[src/sv/crc_checked_word_deframer_assert.svh]
// assertion macros for the crc checked word deframer
// expects i_clk and i_rst_n in the scope of each use
`ifndef CRC_CHECKED_WORD_DEFRAMER_ASSERT_SVH
`define CRC_CHECKED_WORD_DEFRAMER_ASSERT_SVH

// same-cycle implication, checked outside reset
`define CCWD_ASSERT_NOW(lbl, ante, cons) \
    lbl: assert property (@(posedge i_clk) disable iff (!i_rst_n) (ante) |-> (cons)) \
        else $error("deframer check failed");

// next-cycle implication, checked outside reset
`define CCWD_ASSERT_NEXT(lbl, ante, cons) \
    lbl: assert property (@(posedge i_clk) disable iff (!i_rst_n) (ante) |=> (cons)) \
        else $error("deframer check failed");

`endif

[src/sv/ccwd_pkg.sv]
// shared types and constants of the crc checked word deframer
// no dependencies
package ccwd_pkg;

    // crc-8 over the two data bytes
    localparam logic [7:0] CRC_INIT = 8'hFF;
    localparam logic [7:0] CRC_POLY = 8'h31;

    // threshold reset values
    localparam logic [15:0] THR_GOOD_RST     = 16'd600;
    localparam logic [15:0] THR_MODERATE_RST = 16'd1000;
    localparam logic [15:0] THR_POOR_RST     = 16'd1500;
    localparam logic [15:0] THR_HAZARD_RST   = 16'd2500;

    // configuration register indexes
    localparam logic [1:0] CFG_THR_GOOD     = 2'd0;
    localparam logic [1:0] CFG_THR_MODERATE = 2'd1;
    localparam logic [1:0] CFG_THR_POOR     = 2'd2;
    localparam logic [1:0] CFG_THR_HAZARD   = 2'd3;

    // word index saturates here
    localparam logic [1:0] WORD_IDX_MAX = 2'd3;

    // quality levels
    localparam logic [2:0] LVL_EXCELLENT = 3'd0;
    localparam logic [2:0] LVL_GOOD      = 3'd1;
    localparam logic [2:0] LVL_MODERATE  = 3'd2;
    localparam logic [2:0] LVL_POOR      = 3'd3;
    localparam logic [2:0] LVL_HAZARD    = 3'd4;

    // position of a byte within its group of three
    typedef enum logic [1:0] {
        PH_HIGH = 2'd0,
        PH_LOW  = 2'd1,
        PH_CRC  = 2'd2
    } t_phase;

    typedef struct packed {
        logic [7:0] rx_byte;
        logic       frame_start;
    } t_rx_item;

    typedef struct packed {
        logic [15:0] received_word;
        logic [1:0]  word_index;
        logic        crc_good;
        logic        read_good;
        logic [2:0]  quality_level;
    } t_word_item;

    typedef struct packed {
        logic [15:0] good;
        logic [15:0] moderate;
        logic [15:0] poor;
        logic [15:0] hazard;
    } t_thresholds;

    // handshake between the top level and the deframer core
    typedef struct packed {
        logic step;   // core consumes the held byte this cycle
        logic emit;   // held byte closes a group and yields a word
    } t_core_ctl;

endpackage

[src/sv/ccwd_if.sv]
// valid/ready channels for received bytes and decoded words
// depends on ccwd_pkg
interface ccwd_rx_if import ccwd_pkg::*; ();
    logic     valid;
    logic     ready;
    t_rx_item data;

    modport source (output valid, output data, input ready);
    modport sink   (input valid, input data, output ready);
endinterface

interface ccwd_word_if import ccwd_pkg::*; ();
    logic       valid;
    logic       ready;
    t_word_item data;

    modport source (output valid, output data, input ready);
    modport sink   (input valid, input data, output ready);
endinterface

[src/sv/ccwd_crc8.sv]
// one-byte update of crc-8, polynomial 0x31, msb first
// depends on ccwd_pkg
module ccwd_crc8 import ccwd_pkg::*; (
    input  logic [7:0] i_crc,
    input  logic [7:0] i_byte,
    output logic [7:0] o_crc
);

    // eight shift steps over the xor of crc and byte
    always_comb begin
        logic [7:0] v;
        v = i_crc ^ i_byte;
        for (int k = 0; k < 8; k++) begin
            if (v[7]) begin
                v = {v[6:0], 1'b0} ^ CRC_POLY;
            end else begin
                v = {v[6:0], 1'b0};
            end
        end
        o_crc = v;
    end

endmodule

[src/sv/ccwd_grade.sv]
// five-step quality level from a word and four thresholds
// depends on ccwd_pkg
module ccwd_grade import ccwd_pkg::*; (
    input  logic [15:0] i_word,
    input  t_thresholds i_thr,
    output logic [2:0]  o_level
);

    // first threshold that the word stays below decides
    always_comb begin
        if (i_word < i_thr.good) begin
            o_level = LVL_EXCELLENT;
        end else if (i_word < i_thr.moderate) begin
            o_level = LVL_GOOD;
        end else if (i_word < i_thr.poor) begin
            o_level = LVL_MODERATE;
        end else if (i_word < i_thr.hazard) begin
            o_level = LVL_POOR;
        end else begin
            o_level = LVL_HAZARD;
        end
    end

endmodule

[src/sv/ccwd_core.sv]
// group tracking, crc check and word assembly for one held byte
// depends on ccwd_pkg, ccwd_crc8, ccwd_grade
module ccwd_core import ccwd_pkg::*; (
    input  logic        i_clk,
    input  logic        i_rst_n,
    input  logic        i_step,
    input  t_rx_item    i_item,
    input  t_thresholds i_thr,
    output logic        o_emit,
    output t_word_item  o_word
);

    t_phase      r_phase, n_phase;
    logic [7:0]  r_crc, n_crc;
    logic [7:0]  r_high, n_high;
    logic [7:0]  r_low, n_low;
    logic [1:0]  r_wcount, n_wcount;
    logic        r_failed, n_failed;

    t_phase      phase_eff;
    logic [7:0]  crc_eff;
    logic [1:0]  wcount_eff;
    logic        failed_eff;
    logic [7:0]  crc_src;
    logic [7:0]  crc_upd;
    logic [15:0] word;
    logic        good;
    logic [2:0]  level;

    // a start byte restarts the read before it is taken as a high byte
    always_comb begin
        phase_eff  = i_item.frame_start ? PH_HIGH  : r_phase;
        crc_eff    = i_item.frame_start ? CRC_INIT : r_crc;
        wcount_eff = i_item.frame_start ? 2'd0     : r_wcount;
        failed_eff = i_item.frame_start ? 1'b0     : r_failed;
    end

    // high byte starts from the initial value, low byte continues
    assign crc_src = (phase_eff == PH_LOW) ? crc_eff : CRC_INIT;

    ccwd_crc8 u_crc8 (
        .i_crc  (crc_src),
        .i_byte (i_item.rx_byte),
        .o_crc  (crc_upd)
    );

    assign word = {r_high, r_low};
    assign good = (crc_eff == i_item.rx_byte);

    ccwd_grade u_grade (
        .i_word  (word),
        .i_thr   (i_thr),
        .o_level (level)
    );

    // next state per byte position
    always_comb begin
        n_phase  = phase_eff;
        n_crc    = crc_eff;
        n_high   = r_high;
        n_low    = r_low;
        n_wcount = wcount_eff;
        n_failed = failed_eff;
        case (phase_eff)
            PH_LOW: begin
                n_low   = i_item.rx_byte;
                n_crc   = crc_upd;
                n_phase = PH_CRC;
            end
            PH_CRC: begin
                n_crc    = CRC_INIT;
                n_phase  = PH_HIGH;
                n_failed = failed_eff | ~good;
                if (wcount_eff != WORD_IDX_MAX) begin
                    n_wcount = wcount_eff + 2'd1;
                end
            end
            default: begin
                n_high  = i_item.rx_byte;
                n_crc   = crc_upd;
                n_phase = PH_LOW;
            end
        endcase
    end

    // result fields for a closing crc byte
    always_comb begin
        o_emit               = (phase_eff == PH_CRC);
        o_word.received_word = word;
        o_word.word_index    = wcount_eff;
        o_word.crc_good      = good;
        o_word.read_good     = good & ~failed_eff;
        o_word.quality_level = level;
    end

    // state registers advance only when the byte is consumed
    always_ff @(posedge i_clk) begin
        if (!i_rst_n) begin
            r_phase  <= PH_HIGH;
            r_crc    <= CRC_INIT;
            r_high   <= 8'd0;
            r_low    <= 8'd0;
            r_wcount <= 2'd0;
            r_failed <= 1'b0;
        end else if (i_step) begin
            r_phase  <= n_phase;
            r_crc    <= n_crc;
            r_high   <= n_high;
            r_low    <= n_low;
            r_wcount <= n_wcount;
            r_failed <= n_failed;
        end
    end

endmodule

[src/sv/crc_checked_word_deframer.sv]
// Deframer for sensor read responses. Bytes arrive on i_rx one item per cycle in
// groups of high data byte, low data byte and CRC-8 (poly 0x31, init 0xFF, msb
// first); frame_start on a byte opens a new read and drops any partial group. Every
// third byte yields one item on o_word with the 16-bit word, its index in the read
// (saturating at 3), the crc and sticky read-good flags, and a 0..4 quality level
// from the four threshold registers written through i_cfg_*. The block takes one
// byte every cycle while the output is not stalled; a byte is held in an input
// register, the one-byte crc update, crc check and threshold compares run on the
// held byte, and the word is registered in the output register when the byte is
// consumed. A stalled output only blocks bytes that close a group. Write thresholds
// while idle. Depends on ccwd_pkg, ccwd_if, ccwd_core and the assertion header.
`include "crc_checked_word_deframer_assert.svh"

module crc_checked_word_deframer import ccwd_pkg::*; (
    input  logic           i_clk,
    input  logic           i_rst_n,
    input  logic           i_cfg_we,
    input  logic [1:0]     i_cfg_idx,
    input  logic [15:0]    i_cfg_data,
    ccwd_rx_if.sink        i_rx,
    ccwd_word_if.source    o_word
);

    logic        r_in_valid;
    t_rx_item    r_in_item;
    logic        r_out_valid;
    t_word_item  r_out_item;
    t_thresholds r_thr;

    t_core_ctl   ctl;
    t_word_item  core_word;
    logic        out_free;
    logic        core_emit;

    // handshake between input register, core and output register
    assign out_free  = ~r_out_valid | o_word.ready;
    assign ctl.emit  = core_emit;
    assign ctl.step  = r_in_valid & (~ctl.emit | out_free);
    assign i_rx.ready = ~r_in_valid | ctl.step;

    assign o_word.valid = r_out_valid;
    assign o_word.data  = r_out_item;

    ccwd_core u_core (
        .i_clk   (i_clk),
        .i_rst_n (i_rst_n),
        .i_step  (ctl.step),
        .i_item  (r_in_item),
        .i_thr   (r_thr),
        .o_emit  (core_emit),
        .o_word  (core_word)
    );

    // input register
    always_ff @(posedge i_clk) begin
        if (!i_rst_n) begin
            r_in_valid <= 1'b0;
        end else if (i_rx.ready) begin
            r_in_valid <= i_rx.valid;
        end
    end

    always_ff @(posedge i_clk) begin
        if (i_rx.valid && i_rx.ready) begin
            r_in_item <= i_rx.data;
        end
    end

    // output register
    always_ff @(posedge i_clk) begin
        if (!i_rst_n) begin
            r_out_valid <= 1'b0;
        end else if (ctl.step && ctl.emit) begin
            r_out_valid <= 1'b1;
        end else if (o_word.ready) begin
            r_out_valid <= 1'b0;
        end
    end

    always_ff @(posedge i_clk) begin
        if (ctl.step && ctl.emit) begin
            r_out_item <= core_word;
        end
    end

    // threshold registers
    always_ff @(posedge i_clk) begin
        if (!i_rst_n) begin
            r_thr.good     <= THR_GOOD_RST;
            r_thr.moderate <= THR_MODERATE_RST;
            r_thr.poor     <= THR_POOR_RST;
            r_thr.hazard   <= THR_HAZARD_RST;
        end else if (i_cfg_we) begin
            case (i_cfg_idx)
                CFG_THR_GOOD:     r_thr.good     <= i_cfg_data;
                CFG_THR_MODERATE: r_thr.moderate <= i_cfg_data;
                CFG_THR_POOR:     r_thr.poor     <= i_cfg_data;
                CFG_THR_HAZARD:   r_thr.hazard   <= i_cfg_data;
                default: ;
            endcase
        end
    end

    // a byte that closes no group never waits on the output side
    `CCWD_ASSERT_NOW(a_nonemit_flows, r_in_valid && !ctl.emit, ctl.step)
    // a consumed closing byte always lands in the output register
    `CCWD_ASSERT_NEXT(a_emit_lands, ctl.step && ctl.emit, r_out_valid)
    // read-good never claims a word whose own crc failed
    `CCWD_ASSERT_NOW(a_read_good_crc, r_out_valid && r_out_item.read_good, r_out_item.crc_good)

endmodule
[src/flat_wrapper.sv]
// flat-port wrapper written by rule: the top's interface ports become plain ports
module crc_checked_word_deframer_flat import ccwd_pkg::*;
  (i_clk, i_rst_n, i_cfg_we, i_cfg_idx, i_cfg_data, i_rx_valid, i_rx_data, i_rx_ready, o_word_valid, o_word_data, o_word_ready);
  ccwd_rx_if i_rx_i ();
  ccwd_word_if o_word_i ();
  input  logic i_clk;
  input  logic i_rst_n;
  input  logic i_cfg_we;
  input  logic [1:0] i_cfg_idx;
  input  logic [15:0] i_cfg_data;
  input wire logic [$bits(i_rx_i.valid)-1:0] i_rx_valid;
  input wire logic [$bits(i_rx_i.data)-1:0] i_rx_data;
  output wire logic [$bits(i_rx_i.ready)-1:0] i_rx_ready;
  output wire logic [$bits(o_word_i.valid)-1:0] o_word_valid;
  output wire logic [$bits(o_word_i.data)-1:0] o_word_data;
  input wire logic [$bits(o_word_i.ready)-1:0] o_word_ready;
  assign i_rx_i.valid = i_rx_valid;
  assign i_rx_i.data = i_rx_data;
  assign i_rx_ready = i_rx_i.ready;
  assign o_word_valid = o_word_i.valid;
  assign o_word_data = o_word_i.data;
  assign o_word_i.ready = o_word_ready;
  crc_checked_word_deframer u_core (.i_clk(i_clk), .i_rst_n(i_rst_n), .i_cfg_we(i_cfg_we), .i_cfg_idx(i_cfg_idx), .i_cfg_data(i_cfg_data), .i_rx(i_rx_i), .o_word(o_word_i));
endmodule
[config.mk]
export PLATFORM = sky130hd
export DESIGN_NAME = crc_checked_word_deframer_flat
export DESIGN_NICKNAME = d
export VERILOG_FILES = /design/src/sv/ccwd_pkg.sv /design/src/sv/ccwd_if.sv /design/src/sv/ccwd_crc8.sv /design/src/sv/ccwd_grade.sv /design/src/sv/ccwd_core.sv /design/src/sv/crc_checked_word_deframer.sv /design/src/flat_wrapper.sv
export VERILOG_INCLUDE_DIRS = /design/src /design/src/sv
export SDC_FILE = /design/constraint.sdc
export NUM_CORES = 1
export LEC_CHECK = 0
export BUFFER_PORTS_ARGS = -buffer_cell sky130_fd_sc_hd__buf_2
export CORE_MARGIN = 4
export CORE_UTILIZATION = 37
export CTS_CLUSTER_DIAMETER = 30
export CTS_CLUSTER_SIZE = 16
export DETAILED_ROUTE_END_ITERATION = 10
export PLACE_DENSITY = 0.59
export SETUP_SLACK_MARGIN = 0.4
export SYNTH_ARGS = -nofsm -noshare
export SYNTH_HDL_FRONTEND = slang
export SYNTH_HIERARCHICAL = 1
export SYNTH_SLANG_ARGS = --single-unit
[constraint.sdc]
create_clock -name i_clk -period 3.71 [get_ports i_clk]
set_input_delay 0.371 -clock i_clk [delete_from_list [all_inputs] [get_ports i_clk]]
set_output_delay 0.371 -clock i_clk [all_outputs]
set_load 0.01 [all_outputs]
==> results.cfg <==
[run_status]
status = finished clean

[sta]
finClkSkew_ps = 7.42
fin_crit_ps = 2880
finalHoldViolCount = 0
maxSlewHeadroom_pct = 57.9
max_freq_mhz = 347
fin_tns_setup_ps = 0
rsz0062_at_grt = no
setup_viol = 0
slew_violations = 0
post-route-period-util_pct = 77.6
tightest_slew_ps = 631

[power]
p_int_uw = 2690
power_frac_comb_pct = 10.5
p_per_area_nw_per_um2 = 451
power.share.clock_pct = 46.3
p_switching_uw = 855
sequentialPowerShare_pct = 43.1
ir_drop_mv = 0.322
switching_share_pct = 24.1
leakage_uw = 0.00365

[setup_path]
crit_family = XOR/XNOR gates
cp_num_buf_inv = 2
cp_max_fo = 8
ff2ff_setup_slack_ps = 830
cpMaxStageDelayCell = xnor3_2
timing.rr.end = u_core/u_core/r_crc[0]
cp_data_arrival_time_ps = 3160
crit_start = u_core/r_in_item[0]
crit_end = u_core/u_core/r_crc[0]
r2r_start = u_core/r_in_item[0]
max_stage_delay_ps = 530
ff2ff_path_depth = 12
startpoint_type = flip-flop
path_class = flip-flop to flip-flop
cp.depth = 12
path_cells = buf_4 -> nor2b_1 -> ha_1 -> nor2b_1 -> buf_4 -> nand2b_1 -> xnor2_1 -> xnor3_2 -> xnor2_4 -> xor2_1 -> o22ai_1 -> nand2_1
end_kind = flip-flop
critical_path_required_ps = 3990

[global_route]
antenna_found_initial = 0
grt.overflow.total = 0
grt_pass1_wl_um = 25000
grt_max_degree = 64
grt_pass1_vias = 4793
grt_usage_pct = 15.8

[placed_design]
hpwl_um = 11300
dp.cells = 951
io_buffers = 56
gp_congestion = 0.832

[routing]
first_pass_iters = 4
drc = 0
viasPerCell = 4.96
ant_nets = 0
drt_iter0_markers = 270
vias = 4879
drt-total-wl_um = 15700
post_drt_wl_per_cell_um = 16.0

[synthesis]
synth-edff-count = 32
ys_ff_latch = 127
ys.flop_type = dfxtp_1
syn_avg_cell_area_um2 = 9.90
synthMuxAreaShare_pct = 9.12
yosysSeqAreaShare_pct = 42.1
synthArstFlopShare_pct = 0
synth_compound_area_share_pct = 10.2
synth_fa_ha_area_share_pct = 11.6
synth_fp_nets = 782
synth-xor-area-share_pct = 3.68
syn_inst = 687
synth.distinct_cells = 58
ys_warn_count = 6
netlist_area_um2 = 6800
synth-simple-area-share_pct = 16.7
synth_top_family_by_area = simple AND/OR/NAND/NOR gates

[cells_and_area]
area_delta_synth_final_pct = 15.5
final_cell_count_no_fill = 983
n_antenna_cell = 0
n_fill_cell = 1770
nets = 836
drive_gt1_share_pct = 14.9

[cts]
post-cts-setup-buffer-count = 0
worstSkewPairLatency_ps = 420
cts.repair.resized = 0
numCtsBuffers = 17
cts_tree = built
cts_sinks = 127
cts-root-buf = clkbuf_16
clk_pin_slew_ps = 50
clockBufferDepth = 2
htreeDepth = 4
cts-hold-fix-buffers = 0

[worst_hold_path]
hp-class = input port to flip-flop
holdPathStages = 1

[floorplan]
io_pins = 57
rows = 49
dieArea_um2 = 20600
die_h_um = 144
die_x_um = 144
coreArea_um2 = 18000
initial_core_util_pct = 37.7

[job]
cap_violations = 0
cells in the final DEF, fill, tap and decap left out, types with 5 or more instances in the layout:
cell	n
dfxtp_1	95
nand2_1	94
inv_1	71
ha_1	63
mux2i_1	62
buf_2	55
nor2b_1	32
edfxtp_1	32
nand3_1	27
a21boi_0	19
a21oi_1	18
clkbuf_16	17
nand2b_1	14
a21o_1	14
xor2_1	12
buf_4	11
nand4_1	11
o22ai_1	9
xnor2_1	7
a31oi_1	6
clkinv_2	5
nor2_1	5
power by group through the flow:
stage                     sequential, uW  combinational, uW  clock (uW)
after floorplan                     1530                296           0
after global placement              1560                370           0
after detailed placement            1560                374           0
after CTS                           1530                377        1690
after global routing                1540                420        1740
final                               1530                374        1640
state kept, by name, indices dropped and copies added, names as in the netlist:
| register | cells |
|---|---|
| u_core/o_word.data | 23 |
| u_core/o_word.valid | 1 |
| u_core/r_in_item | 9 |
| u_core/r_in_valid | 1 |
| u_core/r_thr | 64 |
| u_core/u_core/r_crc | 8 |
| u_core/u_core/r_failed | 1 |
| u_core/u_core/r_high | 8 |
| u_core/u_core/r_low | 8 |
| u_core/u_core/r_phase | 2 |
| u_core/u_core/r_wcount | 2 |
cell type report:
cell class                 count  area [um^2]  area share (%)
clock buffer                  20          437            5.56
sequential                   127         2860            36.4
multi-input combinational    458         3500            44.6
inverter                      71          267            3.39
timing repair buffer          66          358            4.55
clock inverter                12          144            1.83
tap                          229          287            3.65
worst min path at each step:
stage / start / endpoint / slack [ps]
finish: i_rx_data[7] / u_core/r_in_item[7] / 130
CTS: i_rx_data[7] / u_core/r_in_item[7] / 110
global route: i_rx_data[8] / u_core/r_in_item[8] / 110
detailed placement: u_core/r_thr[25] / u_core/r_thr[25] / 450
global placement: u_core/r_thr[61] / u_core/r_thr[61] / 440
floorplan: u_core/r_thr[25] / u_core/r_thr[25] / 430
routing by layer:
metal	GRT usage (%)	wire [um]	share of wire [%]	vias to the layer above
met5	0	0	0	-
met4	5.50	228	1.5	0
met1	21.6	7580	48	2282
met3	3.69	699	4.5	16
met2	24.7	7190	46	93
li1	-	-	-	2488
cell usage after synthesis, types with 4 or more instances:
master | number | share of area [%]
a31oi_1 | 6 | 0.55
dfxtp_1 | 95 | 28
a21boi_0 | 20 | 2.2
and3b_1 | 4 | 0.51
ha_1 | 63 | 12
o21a_1 | 4 | 0.44
clkbuf_1 | 16 | 0.88
nor2_1 | 6 | 0.33
nand3_1 | 27 | 2.0
xnor2_1 | 7 | 0.90
nand2b_1 | 14 | 1.3
nand2_1 | 94 | 5.2
edfxtp_1 | 32 | 14
mux2i_1 | 62 | 9.1
o22ai_1 | 9 | 0.83
nand4_1 | 11 | 1.0
o21ai_0 | 4 | 0.29
a21o_1 | 14 | 1.5
xor2_1 | 12 | 1.5
nor2b_1 | 32 | 2.9
nor3_1 | 4 | 0.29
buf_4 | 6 | 0.66
buf_2 | 5 | 0.37
o211ai_1 | 4 | 0.44
inv_1 | 71 | 3.9
a21oi_1 | 18 | 1.3
metrics by stage:
| step | setup slack, ps | power (uW) | instance area, um^2 | hold WS (ps) | utilization [%] |
|---|---|---|---|---|---|
| detailed placement | 837 | 1930 | 7280 | 450 | 40.4 |
| global placement | 835 | 1930 | 7280 | 443 | 40.4 |
| finish | 830 | 3550 | 7860 | 129 | 43.6 |
| global route | 595 | 3700 | 7860 | 110 | 43.6 |
| floorplan | 678 | 1830 | 6800 | 435 | - |
| CTS | 826 | 3590 | 7860 | 109 | 43.6 |
kinds of logic (layout without fill, tap and decap cells):
| kind of cell | after synthesis | count (layout) |
|---|---|---|
| AO/OA/AOI/OAI | 97 | 97 |
| XOR/XNOR | 23 | 23 |
| adder cells (fa/ha/maj) | 63 | 63 |
| buffers and inverters | 102 | 169 |
| flip-flops | 127 | 127 |
| multiplexers | 62 | 62 |
| AND/OR/NAND/NOR | 213 | 213 |
No activity file was read; power rests on OpenSTA's default activity.
